## src/rtl/tts_pkg.sv

```systemverilog
// Shared types, constants and the byte classifier of the text token splitter.
package tts_pkg;

    typedef enum logic [1:0] {
        CLS_WORD  = 2'd0,
        CLS_WHITE = 2'd1,
        CLS_OTHER = 2'd2
    } char_class_t;

    localparam logic [7:0] BYTE_CR    = 8'h0D;
    localparam logic [7:0] BYTE_LF    = 8'h0A;
    localparam logic [7:0] BYTE_TAB   = 8'h09;
    localparam logic [7:0] BYTE_SPACE = 8'h20;
    localparam logic [7:0] BYTE_UNDER = 8'h5F;
    localparam logic [7:0] BYTE_DOLLAR = 8'h24;

    // Result slots of one request, in emission order
    localparam int SLOT_CR   = 0;
    localparam int SLOT_MAIN = 1;
    localparam int SLOT_LF   = 2;
    localparam int NUM_SLOTS = 3;

    typedef struct packed {
        logic [NUM_SLOTS-1:0] mask;
        logic [7:0]           main_byte;
        logic                 main_start;
        char_class_t          main_class;
    } tts_result_t;

    function automatic char_class_t classify(input logic [7:0] b);
        char_class_t cls;
        if ((b >= 8'h61 && b <= 8'h7A) || (b >= 8'h41 && b <= 8'h5A) ||
            (b >= 8'h30 && b <= 8'h39) || b == BYTE_UNDER || b == BYTE_DOLLAR)
        begin
            cls = CLS_WORD;
        end
        else if (b == BYTE_SPACE || b == BYTE_CR || b == BYTE_LF || b == BYTE_TAB)
        begin
            cls = CLS_WHITE;
        end
        else
        begin
            cls = CLS_OTHER;
        end
        return cls;
    endfunction

endpackage

```

## src/rtl/tts_decode.sv

```systemverilog
// Token state and per-request result decode of the text token splitter.
module tts_decode (
    input  logic                clk,
    input  logic                rst_n,
    input  logic                load,
    input  logic [7:0]          char_byte,
    input  logic                stream_end,
    input  logic                fold_crlf,
    output tts_pkg::tts_result_t result
);
    import tts_pkg::*;

    char_class_t prev_class_reg, prev_class_next;
    logic        token_open_reg, token_open_next;
    logic        cr_held_reg, cr_held_next;

    char_class_t cls;
    char_class_t prev1;
    logic        open1;
    logic        held_emit;
    logic        main_emit;
    logic        last_lf;

    always_comb
    begin
        cls       = classify(char_byte);
        held_emit = cr_held_reg && (char_byte != BYTE_LF);
        main_emit = !(fold_crlf && char_byte == BYTE_CR);
        last_lf   = main_emit && (char_byte == BYTE_LF);
        // a held CR passed on first counts as an open whitespace token
        open1     = token_open_reg || held_emit;
        prev1     = held_emit ? CLS_WHITE : prev_class_reg;

        result                  = '0;
        result.mask[SLOT_CR]    = held_emit;
        result.mask[SLOT_MAIN]  = main_emit;
        result.mask[SLOT_LF]    = stream_end && !last_lf;
        result.main_byte        = char_byte;
        result.main_class       = cls;
        result.main_start       = !open1 || (cls != prev1) || (cls == CLS_WHITE);

        if (stream_end)
        begin
            prev_class_next = CLS_OTHER;
            token_open_next = 1'b0;
            cr_held_next    = 1'b0;
        end
        else
        begin
            prev_class_next = main_emit ? cls : prev1;
            token_open_next = open1 || main_emit;
            cr_held_next    = !main_emit;
        end
    end

    always_ff @(posedge clk or negedge rst_n)
    begin
        if (!rst_n)
        begin
            prev_class_reg <= CLS_OTHER;
            token_open_reg <= 1'b0;
            cr_held_reg    <= 1'b0;
        end
        else if (load)
        begin
            prev_class_reg <= prev_class_next;
            token_open_reg <= token_open_next;
            cr_held_reg    <= cr_held_next;
        end
    end

endmodule

```

## src/rtl/tts_out_buffer.sv

```systemverilog
// Result register of the text token splitter: holds up to three results of one request.
module tts_out_buffer (
    input  logic                clk,
    input  logic                rst_n,
    input  logic                load,
    input  tts_pkg::tts_result_t result,
    output logic                free,
    output logic                out_valid,
    input  logic                out_ready,
    output logic [7:0]          out_byte,
    output logic                token_start,
    output logic [1:0]          char_class,
    output logic                run_last
);
    import tts_pkg::*;

    logic [NUM_SLOTS-1:0] mask_reg, mask_next;
    logic [7:0]           main_byte_reg;
    logic                 main_start_reg;
    char_class_t          main_class_reg;

    logic [NUM_SLOTS-1:0] sel;
    logic [NUM_SLOTS-1:0] remain;
    logic                 take;

    always_comb
    begin
        sel       = mask_reg & (~mask_reg + {{(NUM_SLOTS-1){1'b0}}, 1'b1});
        remain    = mask_reg & ~sel;
        out_valid = |mask_reg;
        run_last  = (remain == '0);
        take      = out_valid && out_ready;
        free      = !out_valid || (take && run_last);

        if (sel[SLOT_MAIN])
        begin
            out_byte    = main_byte_reg;
            token_start = main_start_reg;
            char_class  = main_class_reg;
        end
        else
        begin
            // held CR and appended LF are both whitespace and always start a token
            out_byte    = sel[SLOT_CR] ? BYTE_CR : BYTE_LF;
            token_start = 1'b1;
            char_class  = CLS_WHITE;
        end

        if (load)
        begin
            mask_next = result.mask;
        end
        else if (take)
        begin
            mask_next = remain;
        end
        else
        begin
            mask_next = mask_reg;
        end
    end

    always_ff @(posedge clk or negedge rst_n)
    begin
        if (!rst_n)
        begin
            mask_reg <= '0;
        end
        else
        begin
            mask_reg <= mask_next;
        end
    end

    always_ff @(posedge clk)
    begin
        if (load)
        begin
            main_byte_reg  <= result.main_byte;
            main_start_reg <= result.main_start;
            main_class_reg <= result.main_class;
        end
    end

endmodule

```

## src/rtl/text_token_splitter_unit.sv

```systemverilog
// Top level of the text token splitter: input register, decode and result buffer.
//
// Usage:
//   Input channel (in_valid/in_ready, char_byte, stream_end) takes one raw byte
//   per request; stream_end marks the final byte of a stream. Output channel
//   (out_valid/out_ready) delivers results: out_byte, token_start, char_class
//   and run_last, which flags the last result caused by one input request.
//   Configuration channel (cfg_valid/cfg_ready, fold_crlf) writes the CRLF
//   folding bit; write it only while the block is idle.
// Path: a request enters the input register when accepted and moves on into
//   the result buffer once the buffer is free; out_valid rises when the
//   result buffer holds a request that yields at least one result.
// Throughput: one request per cycle while each request yields one result and
//   out_ready stays high. A request that yields two or three results (passed-on
//   held CR, appended LF) occupies the result buffer until all of them are
//   taken; a request that yields none passes through without taking an output cycle.
// Reset: clears folding (off), the token state and both pipeline registers.
// Stall: when out_ready is low the result buffer holds, the input register
//   then holds its request, and in_ready drops once both are full.
module text_token_splitter_unit (
    input  logic       clk,
    input  logic       rst_n,
    input  logic       cfg_valid,
    output logic       cfg_ready,
    input  logic       fold_crlf,
    input  logic       in_valid,
    output logic       in_ready,
    input  logic [7:0] char_byte,
    input  logic       stream_end,
    output logic       out_valid,
    input  logic       out_ready,
    output logic [7:0] out_byte,
    output logic       token_start,
    output logic [1:0] char_class,
    output logic       run_last
);
    import tts_pkg::*;

    logic        fold_crlf_reg;
    logic        in_valid_reg;
    logic [7:0]  char_byte_reg;
    logic        stream_end_reg;

    logic        buf_free;
    logic        load;
    tts_result_t result;

    // Config register always takes a write
    assign cfg_ready = 1'b1;

    // Advance the input register into the buffer whenever the buffer drains
    assign load     = in_valid_reg && buf_free;
    assign in_ready = !in_valid_reg || load;

    always_ff @(posedge clk or negedge rst_n)
    begin
        if (!rst_n)
        begin
            fold_crlf_reg <= 1'b0;
            in_valid_reg  <= 1'b0;
        end
        else
        begin
            if (cfg_valid)
            begin
                fold_crlf_reg <= fold_crlf;
            end
            if (in_ready)
            begin
                in_valid_reg <= in_valid;
            end
        end
    end

    // Payload of the input register: capture on every accepted request
    always_ff @(posedge clk)
    begin
        if (in_valid && in_ready)
        begin
            char_byte_reg  <= char_byte;
            stream_end_reg <= stream_end;
        end
    end

    tts_decode u_decode (
        .clk        (clk),
        .rst_n      (rst_n),
        .load       (load),
        .char_byte  (char_byte_reg),
        .stream_end (stream_end_reg),
        .fold_crlf  (fold_crlf_reg),
        .result     (result)
    );

    tts_out_buffer u_out_buffer (
        .clk         (clk),
        .rst_n       (rst_n),
        .load        (load),
        .result      (result),
        .free        (buf_free),
        .out_valid   (out_valid),
        .out_ready   (out_ready),
        .out_byte    (out_byte),
        .token_start (token_start),
        .char_class  (char_class),
        .run_last    (run_last)
    );

endmodule
```

## config.mk

```make
export PLATFORM = sky130hd
export DESIGN_NAME = text_token_splitter_unit
export DESIGN_NICKNAME = d
export VERILOG_FILES = /design/src/rtl/tts_pkg.sv /design/src/rtl/tts_decode.sv /design/src/rtl/tts_out_buffer.sv /design/src/rtl/text_token_splitter_unit.sv
export SDC_FILE = /design/constraint.sdc
export NUM_CORES = 1
export LEC_CHECK = 0
export BUFFER_PORTS_ARGS = -buffer_cell sky130_fd_sc_hd__buf_2
export CAP_MARGIN = 20
export CORE_MARGIN = 2
export CORE_UTILIZATION = 30
export DETAILED_ROUTE_END_ITERATION = 8
export REMOVE_ABC_BUFFERS = 1
export SLEW_MARGIN = 20
export SYNTH_ARGS = -nofsm -noshare
export SYNTH_HDL_FRONTEND = slang
export SYNTH_SLANG_ARGS = --single-unit
```

## constraint.sdc

```tcl
create_clock -name clk -period 2.38 [get_ports clk]
set_clock_uncertainty 0.05 [all_clocks]
set_input_delay 0.357 -clock clk [delete_from_list [all_inputs] [get_ports clk]]
set_output_delay 0.357 -clock clk [all_outputs]
set_load 0.01 [all_outputs]
```

# ---- Yosys cells after proc, flatten, opt, wreduce, memory -nomap -nowiden
# Cells that the tools add are included.
dict set report totals {
  reg_bits 29
  out_inout_bits 15
  wordCells 76
}
dict set report classes {
  addsub 1
  magnitude_cmp 6
  n_eq_ne 9
  muxes 13
  bitwise 4
  reduce_logical 32
}
# op count
set ops {}
lappend ops {{$eq A8 B4 Y1 const B} 3}
lappend ops {{$eq A8 B6 Y1 const B} 2}
lappend ops {{$ge A8 B7 Y1 const B} 2}
lappend ops {{$le A8 B7 Y1 const B} 2}
lappend ops {{$logic_or A1 B1 Y1} 13}
lappend ops {{$mux W2} 6}
lappend ops {{$logic_and A1 B1 Y1} 11}
lappend ops {{$mux W3} 3}
lappend ops {{$eq A8 B7 Y1 const B} 1}
lappend ops {{$ge A8 B6 Y1 const B} 1}
lappend ops {{$le A8 B6 Y1 const B} 1}
lappend ops {{$mux W8} 1}
lappend ops {{$ne A8 B4 Y1 const B} 1}
lappend ops {{$and A3 B3 Y3} 2}
lappend ops {{$not A3 Y3} 2}
lappend ops {{$logic_not A1 Y1} 5}
lappend ops {{$add A3 B1 Y3 const B} 1}
lappend ops {{$logic_not A3 Y1} 1}
lappend ops {{$mux W1} 3}
lappend ops {{$reduce_or A3 Y1} 1}
lappend ops {{$eq A2 B1 Y1 const B} 1}
lappend ops {{$ne A2 B2 Y1} 1}
lappend ops {{$reduce_bool A2 Y1} 1}

# ---- Depth between registers and ports, before layout
# Gate-level depths: netlist of run 1.
dict set report depth {
  depth_word 11
  ltp_mapped 5
}

# ---- By module
# From an unflattened synthesis of run 1, not the netlist that was laid out.
dict set report hier_totals {
  hier_cells 121
  hier_area_um2 1455.1
}
# module instances cells_each area_per_inst_um2
set by_module_without_submodules {}
lappend by_module_without_submodules {tts_out_buffer 1 46 609.3}
lappend by_module_without_submodules {tts_decode 1 57 464.2}
lappend by_module_without_submodules {text_token_splitter_unit 1 18 381.6}

# ---- Least setup slack after synthesis of run 1
# No wires, ideal clock.
dict set report synth_timing {
  kind {register to register}
  startpoint {register char_byte_reg[1]}
  endpoint {register u_out_buffer.main_start_reg (data pin)}
  setup_ps 265
  t_arrival_ps 1473
  required_time_ps 2065
  setup_slack_ps 591
  stages_incl_launch_ff 6
  n_path_buf 0
  synth_period_minus_slack_ps 1789
  path_cell_list {edfxtp_1 -> and4b_1 -> nor3_1 -> o31ai_4 -> xnor2_1 -> or3_1}
}
# item line_no
set synth_rtl {}
lappend synth_rtl {{from (decl)} text_token_splitter_unit.sv:41} ;# logic [7:0] char_byte_reg;
lappend synth_rtl {{from (signal assigned)} text_token_splitter_unit.sv:80} ;# char_byte_reg <= char_byte;
lappend synth_rtl {{to (signal assigned)} tts_out_buffer.sv:80} ;# main_start_reg <= result.main_start;
lappend synth_rtl {{to (decl)} tts_out_buffer.sv:19} ;# logic main_start_reg;

# ---- Worst setup path after layout of run 1
dict set report layout_timing {
  startpoint {register u_out_buffer.mask_reg[1]}
  endpoint {output port token_start}
}
dict set report layout_between {
  elab_chain_cells 4
}
# item line_no
set layout_lines {}
lappend layout_lines {{from (decl)} tts_out_buffer.sv:17} ;# logic [NUM_SLOTS-1:0] mask_reg, mask_next;
lappend layout_lines {{from (signal assigned)} tts_out_buffer.sv:71} ;# mask_reg <= mask_next;
lappend layout_lines {{$not A3 Y3} tts_out_buffer.sv:28} ;# sel = mask_reg & (~mask_reg + {{(NUM_SLOTS-1){1'b0}}, 1'b1});
lappend layout_lines {{$add A3 B1 Y3} tts_out_buffer.sv:28}
lappend layout_lines {{$and A3 B3 Y3 (*)} tts_out_buffer.sv:28}
lappend layout_lines {{$mux W1 (*)} tts_out_buffer.sv:35} ;# if (sel[SLOT_MAIN])
lappend layout_lines {{to (decl)} text_token_splitter_unit.sv:33} ;# output logic token_start,
# Mark *: on every way between the ends. The rest lies on a longest branch, timed or not.

==> qor.yml, run 1 <==
outcome:
  status: "finished, final reports clean"
critical_path:
  crit_type: "register to output port"
  worstReg2RegEnd: "u_out_buffer.main_start_reg"
  cp_cell_sequence: "inv_1 > or3_1 > buf_2"
  critical_path.endpoint_type: "output port"
  crit_path_top_delay_cell: "dfrtp_1"
  cp_num_buf_inv: 2
  critical_path.top_delay_family: "flip-flops"
  worstPathMaxFanout: 15
  start_kind: "register"
  cp_slowest_stage_delay_ns: 0.59
  r2r_slack_ns: 0.44
  ff2ff_path_depth: 5
  r2r_start: "char_byte_reg[0]"
  critPathArrivalTime_ns: 1.55
  cp.required_ns: 1.97
synthesis:
  yosys.cell_types.count: 39
  postSynthCellCount: 110
  synth_ff_type: "edfxtp_1"
  synth_top_family_by_area: "simple AND/OR/NAND/NOR gates"
  synth_edf_count: 20
  syn_area_per_cell_sq_um: 11.9
  synth_compound_gate_area_share: 0.119
  synthAdderAreaFrac: 0
  yosys_warnings: 0
  synthSimpleGateAreaFrac: 0.204
  ys_ff_latch: 29
  syn_area_sq_um: 1310
  seq_area_frac_synth: 0.633
  synth_xor_area_frac: 0.00670
  async_flop_share: 0.310
  synth.mux.area_fraction: 0.00862
sta:
  fin_crit_sh: 0.821
  fin_crit_ns: 1.95
  final-setup-viol-count: 0
  rsz0062_at_grt: "false"
  slew_viol_final: 0
  hold_violations: 0
  fin_tns_setup_ns: 0
  max_freq_ghz: 0.512
routing:
  firstDrtPassIters: 4
  ant_nets: 0
  viasPerCell: 4.85
  met3WireLength_um: 172
  drt_iter0_markers: 34
  drc: 0
  routed_wl_mm: 2.48
  wl_met1_mm: 1.09
  wire_per_inst_um: 12.7
  dr_wl_met2_mm: 1.17
  vias: 950
  highest_layer: "met4"
hold_path:
  hp-start: "char_byte[3]"
  whs_path_depth: 1
  worstHoldPathType: "input pin to register"
  hold-path-endpoint: "char_byte_reg[3]"
clock_tree:
  numCtsBuffers: 5
  clk_pin_slew_worst_paths_ns: 0.06
  clk_path_buf_depth: 2
  cts_sinks: 29
  hold_buffers: 1
  cts_resized: 0
  clk_latency_ns: 0.28
  h-tree-depth: 2
  cts_setup_buffers: 0
  cts_tree: "done"
  root_buffer: "clkbuf_8"
cells_and_area:
  n_fill_cell: 424
  syn_to_final_growth_pct: 22.6
  layout_commonest_cell: "buf_2"
  layout_common_cells: "buf_2 (28), edfxtp_1 (20), nand2_1 (12), dfrtp_1 (8), nor2_1 (7)"
  finish.net_count: 160
  drive_gt1_frac: 0.281
  layout.cells.non_filler: 196
  insertedDiodeCount: 0
global_route:
  grt_pass1_vias: 955
  grt_start_max_net_pins: 16
  grtUsageTotal: 0.112
  overflow: 0
  grt_pass1_wl_mm: 4.26
  antenna_found_initial: 0
floorplan:
  start_util: 0.320
  dieArea_sq_um: 4900
  die_w_um: 70.0
  rows: 23
  core-area_sq_um: 4090
  die_y_um: 70.0
  pin_count: 30
pwr:
  leakagePower_nw: 0.669
  peakVddDrop_v: 0.000476
  p_per_area_nw_per_um2: 1150
placement:
  dp_hpwl_mm: 1.82
  place_congestion: 0.868
  dp.cells: 187
  io_buffers: 28
run:
  maxCapViolations: 0
==> Yosys cell counts (2+ instances only) <==
cell / number / share of area
nor2b_1: 2 / 0.0096
nor3_1: 2 / 0.0077
o21ai_0: 4 / 0.015
nor3b_1: 2 / 0.011
nor2_1: 7 / 0.020
dfrtp_1: 8 / 0.15
edfxtp_1: 20 / 0.46
or3_1: 4 / 0.019
nand2_1: 12 / 0.034
a31oi_1: 2 / 0.0096
clkbuf_1: 2 / 0.0057
and3_1: 5 / 0.024
a21oi_1: 4 / 0.015
o21ai_1: 2 / 0.0077
and4b_1: 2 / 0.015
nand2b_1: 3 / 0.014
inv_1: 5 / 0.014
nand3_1: 2 / 0.0077
o21a_1: 2 / 0.011
==> logic make-up after synthesis <==
group | after synthesis
simple gates | 48
flops | 29
compound gates | 22
buf+inv | 8
xor+xnor | 1
mux | 1
other cells | 1
==> worst register-to-register path: stages (launching register included) <==
cell      delay (ns)
edfxtp_1        0.50
and4b_1         0.24
nor3_1          0.33
o31ai_4         0.13
xnor2_1         0.13
or3_1           0.30
==> worst max-delay path by stage <==
stage | to | depth (start not counted) | startpoint
6_report | token_start | 3 | u_out_buffer.mask_reg[1]
3_3_place_gp | u_out_buffer.main_start_reg | 5 | char_byte_reg[1]
2_1_floorplan | u_out_buffer.main_start_reg | 5 | char_byte_reg[1]
4_1_cts | token_start | 3 | u_out_buffer.mask_reg[1]
3_5_place_dp | u_out_buffer.main_start_reg | 5 | char_byte_reg[0]
5_1_grt | token_start | 3 | u_out_buffer.mask_reg[1]
==> metrics by stage <==
stage	setup slack [ns]	power [W]	hold WS, ns	util	area, sq um
floorplan	0.591	0.00124	0.0114	-	1290
global placement	0.536	0.00146	0.168	0.369	1510
detailed placement	0.461	0.00148	0.172	0.369	1510
CTS	0.411	0.00187	0.189	0.392	1600
global route	0.277	0.00198	0.194	0.392	1600
finish	0.426	0.00185	0.198	0.392	1600
==> routing by layer <==
metal | vias up | global-route usage
met5 | - | 0
met4 | 0 | 0.0855
met3 | 7 | 0.0303
met2 | 40 | 0.170
met1 | 430 | 0.134
li1 | 473 | -
==> cell type report <==
cell class                      instances  area, sq um  share of cell area
Clock buffer                            6         72.6              0.0453
Clock inverter                          2         10.0             0.00625
Inverter                                5         18.8              0.0117
Multi-Input combinational cell         73          445               0.278
Sequential cell                        29          827               0.516
Tap cell                               50         62.6              0.0391
Timing Repair Buffer                   31          165               0.103
==> where the power goes <==
part           leakage [nW]  switching [W]  internal (W)
clock network        0.0450       0.000176      0.000202
registers             0.296       0.000116      0.000751
logic                 0.328       0.000328      0.000273
(Power assumes the default switching activity.)
==> run 2, diff against run 1 <==
Clock period 2.38 ns to 1.7 ns, I/O delays scaled along.
==> run 2 against run 1 <==
Compared with the run above:
- the flow now finishes with violations (negative setup slack)
- power grew 55%
- flip-flop and latch count is the same
- sequential share of layout area shrank 6.2 points
- register-to-register slack lost 0.51 ns
- via count grew 7.8%
- clock power grew 38%
- setup slack lost 0.50 ns
- core utilization grew 5.3 points
- global-route usage grew 0.29 points
- cell count grew 10%
- die area is the same
- critical endpoint is now u_out_buffer.main_start_reg
==> qor.yml, run 2 (synthesized netlist as in run 1, its figures left out) <==
sta:
  max_freq_ghz: 0.565
  fin_crit_sh: 1.04
  rsz0062_at_grt: "true"  # was false
  slew_viol_final: 0  # unchanged
  holdWs_ns: 0.104  # was 0.198 ns
  hold_violations: 0  # unchanged
  fin_crit_ns: 1.77
  final-setup-viol-count: 1  # was 0
  layout_setup_ws_ns: -0.0705  # was 0.426 ns
routing:
  viasPerCell: 4.74  # was 4.85
  vias: 1024  # was 950
  firstDrtPassIters: 4  # unchanged
  ant_nets: 0  # unchanged
  drc: 0  # unchanged
  drt_iter0_markers: 27  # was 34
  wire_per_inst_um: 12.1  # was 12.7 um
  routed_wl_mm: 2.61  # was 2.48 mm
critical_path:
  cp.required_ns: 1.67  # was 1.97 ns
  startpoint: "char_byte_reg[1]"  # was u_out_buffer.mask_reg[1]
  cp_cell_sequence: "buf_4 > nor3_1 > a21o_1 > o31ai_4 > xnor2_1 > or3_1"  # was inv_1 > or3_1 > buf_2
  critical_path.endpoint_type: "register"  # was output port
  crit_path_top_delay_cell: "edfxtp_1"  # was dfrtp_1
  cp_num_buf_inv: 1  # was 2
  cp-endpoint: "u_out_buffer.main_start_reg"  # was token_start
  ff2ff_path_depth: 6  # was 5
  r2r_slack_ns: -0.07  # was 0.44 ns
  crit_type: "register to register"  # was register to output port
  critPathArrivalTime_ns: 1.74  # was 1.55 ns
  cp_slowest_stage_delay_ns: 0.41  # was 0.59 ns
  worstReg2RegEnd: "u_out_buffer.main_start_reg"  # unchanged
  worstPathMaxFanout: 6  # was 15
  crit_cells: 6  # was 3
  r2r_start: "char_byte_reg[1]"  # was char_byte_reg[0]
  critical_path.top_delay_family: "simple AND/OR/NAND/NOR gates"  # was flip-flops
  start_kind: "register"  # unchanged
global_route:
  grtUsageTotal: 0.115  # was 0.112
  grt_start_max_net_pins: 13  # was 16
  overflow: 0  # unchanged
  antenna_found_initial: 0  # unchanged
  grt_pass1_vias: 1009  # was 955
  grt_pass1_wl_mm: 4.47  # was 4.26 mm
placement:
  place_congestion: 0.828  # was 0.868
  preCtsSetupSlack_ns: -0.0909  # was 0.461 ns
  io_buffers: 28  # unchanged
  dp_hpwl_mm: 1.92  # was 1.82 mm
  dp.cells: 200  # was 187
clock_tree:
  cts_tree: "done"  # unchanged
  h-tree-depth: 2  # unchanged
  clk_path_buf_depth: 2  # unchanged
  cts_sinks: 29  # unchanged
  numCtsBuffers: 5  # unchanged
  clk_pin_slew_worst_paths_ns: 0.06  # about the same
  clk_latency_ns: 0.27  # was 0.28 ns
  root_buffer: "clkbuf_8"  # unchanged
pwr:
  leakagePower_nw: 0.785  # was 0.669 nW
  p_per_area_nw_per_um2: 1570  # was 1150 nW/um^2
  peakVddDrop_v: 0.000516  # was 0.000476 V
cells_and_area:
  insertedDiodeCount: 0  # unchanged
  layout_common_cells: "buf_2 (28), edfxtp_1 (20), buf_4 (19), nand2_1 (12), dfrtp_1 (8)"  # was buf_2 (28), edfxtp_1 (20), nand2_1 (12), dfrtp_1 (8), nor2_1 (7)
  layout_commonest_cell: "buf_2"  # unchanged
  syn_to_final_growth_pct: 39.3  # was 22.6%
  post-route-util: 0.445  # was 0.392
  drive_gt1_frac: 0.416  # was 0.281
  layout.cells.non_filler: 216  # was 196
  finish.net_count: 180  # was 160
floorplan:
  core-area_sq_um: 4090  # unchanged
  die_y_um: 70.0  # unchanged
  start_util: 0.320  # unchanged
  die_w_um: 70.0  # unchanged
  rows: 23  # unchanged
  dieArea_sq_um: 4900  # unchanged
  pin_count: 30  # unchanged
outcome:
  violations: "negative setup slack"
  status: "finished, violations left"  # was finished, final reports clean
run:
  maxCapViolations: 0  # unchanged
hold_path:
  worstHoldPathType: "input pin to register"  # unchanged
## run 2: power breakdown
part / total [W] / internal (W) / leakage (nW) / switching (W)
Sequential: 0.00117 / 0.00105 / 0.296 / 0.000118
Clock: 0.000520 / 0.000290 / 0.0395 / 0.000230
Combinational: 0.00117 / 0.000600 / 0.450 / 0.000574
Total: 0.00286 / 0.00194 / 0.785 / 0.000922
## run 2: worst min path at each step
stage	to	slack [ns]	cells after the start	start
floorplan	fold_crlf_reg	-0.09	0	rst_n
global placement	u_out_buffer.mask_reg[2]	0.06	1	rst_n
detailed placement	u_out_buffer.mask_reg[2]	0.07	1	rst_n
CTS	char_byte_reg[0]	0.1	1	char_byte[0]
global route	stream_end_reg	0.1	1	stream_end
finish	stream_end_reg	0.10	1	stream_end
## run 2: final cells by class
cell class	count	area (sq um)
Fill cell	383	2270
Clock buffer	8	80.1
Multi-Input combinational cell	73	495
Tap cell	50	62.6
Inverter	5	18.8
Timing Repair Buffer	51	335
Sequential cell	29	827
## run 2: repair_timing
| action | in CTS | in global routing |
|---|---|---|
| setup buffers | 1 | 6 |
| setup endpoints to repair | 18 | 29 |
| pin swaps | 1 | 7 |
| resized for setup | 5 | 10 |
| hold buffers | 1 | 0 |
| endpoints found under the hold margin | 8 | 0 |
## run 2: per-layer routing
| layer | vias up | track usage | wire [um] |
|---|---|---|---|
| met1 | 478 | 0.134 | 1190 |
| met3 | 7 | 0.0447 | 148 |
| met4 | 0 | 0.0684 | 51 |
| li1 | 514 | - | - |
| met5 | - | 0 | 0 |
| met2 | 25 | 0.179 | 1220 |
## run 2: metrics by stage
step	area (sq um)	total power (W)	TNS (ns)
5_1_grt	1820	0.00306	-0.321
6_report	1820	0.00286	-0.0705
3_5_place_dp	1620	0.00221	-0.968
3_3_place_gp	1620	0.00218	-0.106
2_1_floorplan	1290	0.00174	-0.0889
4_1_cts	1730	0.00279	-0.0731
## run 2: worst reg2reg max path, delay by kind of cell, from the launching register on
family | cells | cell delay, ns
flops | 1 | 0.41
simple gates | 2 | 0.49
compound gates | 2 | 0.27
buf+inv | 1 | 0.18
xor+xnor | 1 | 0.12
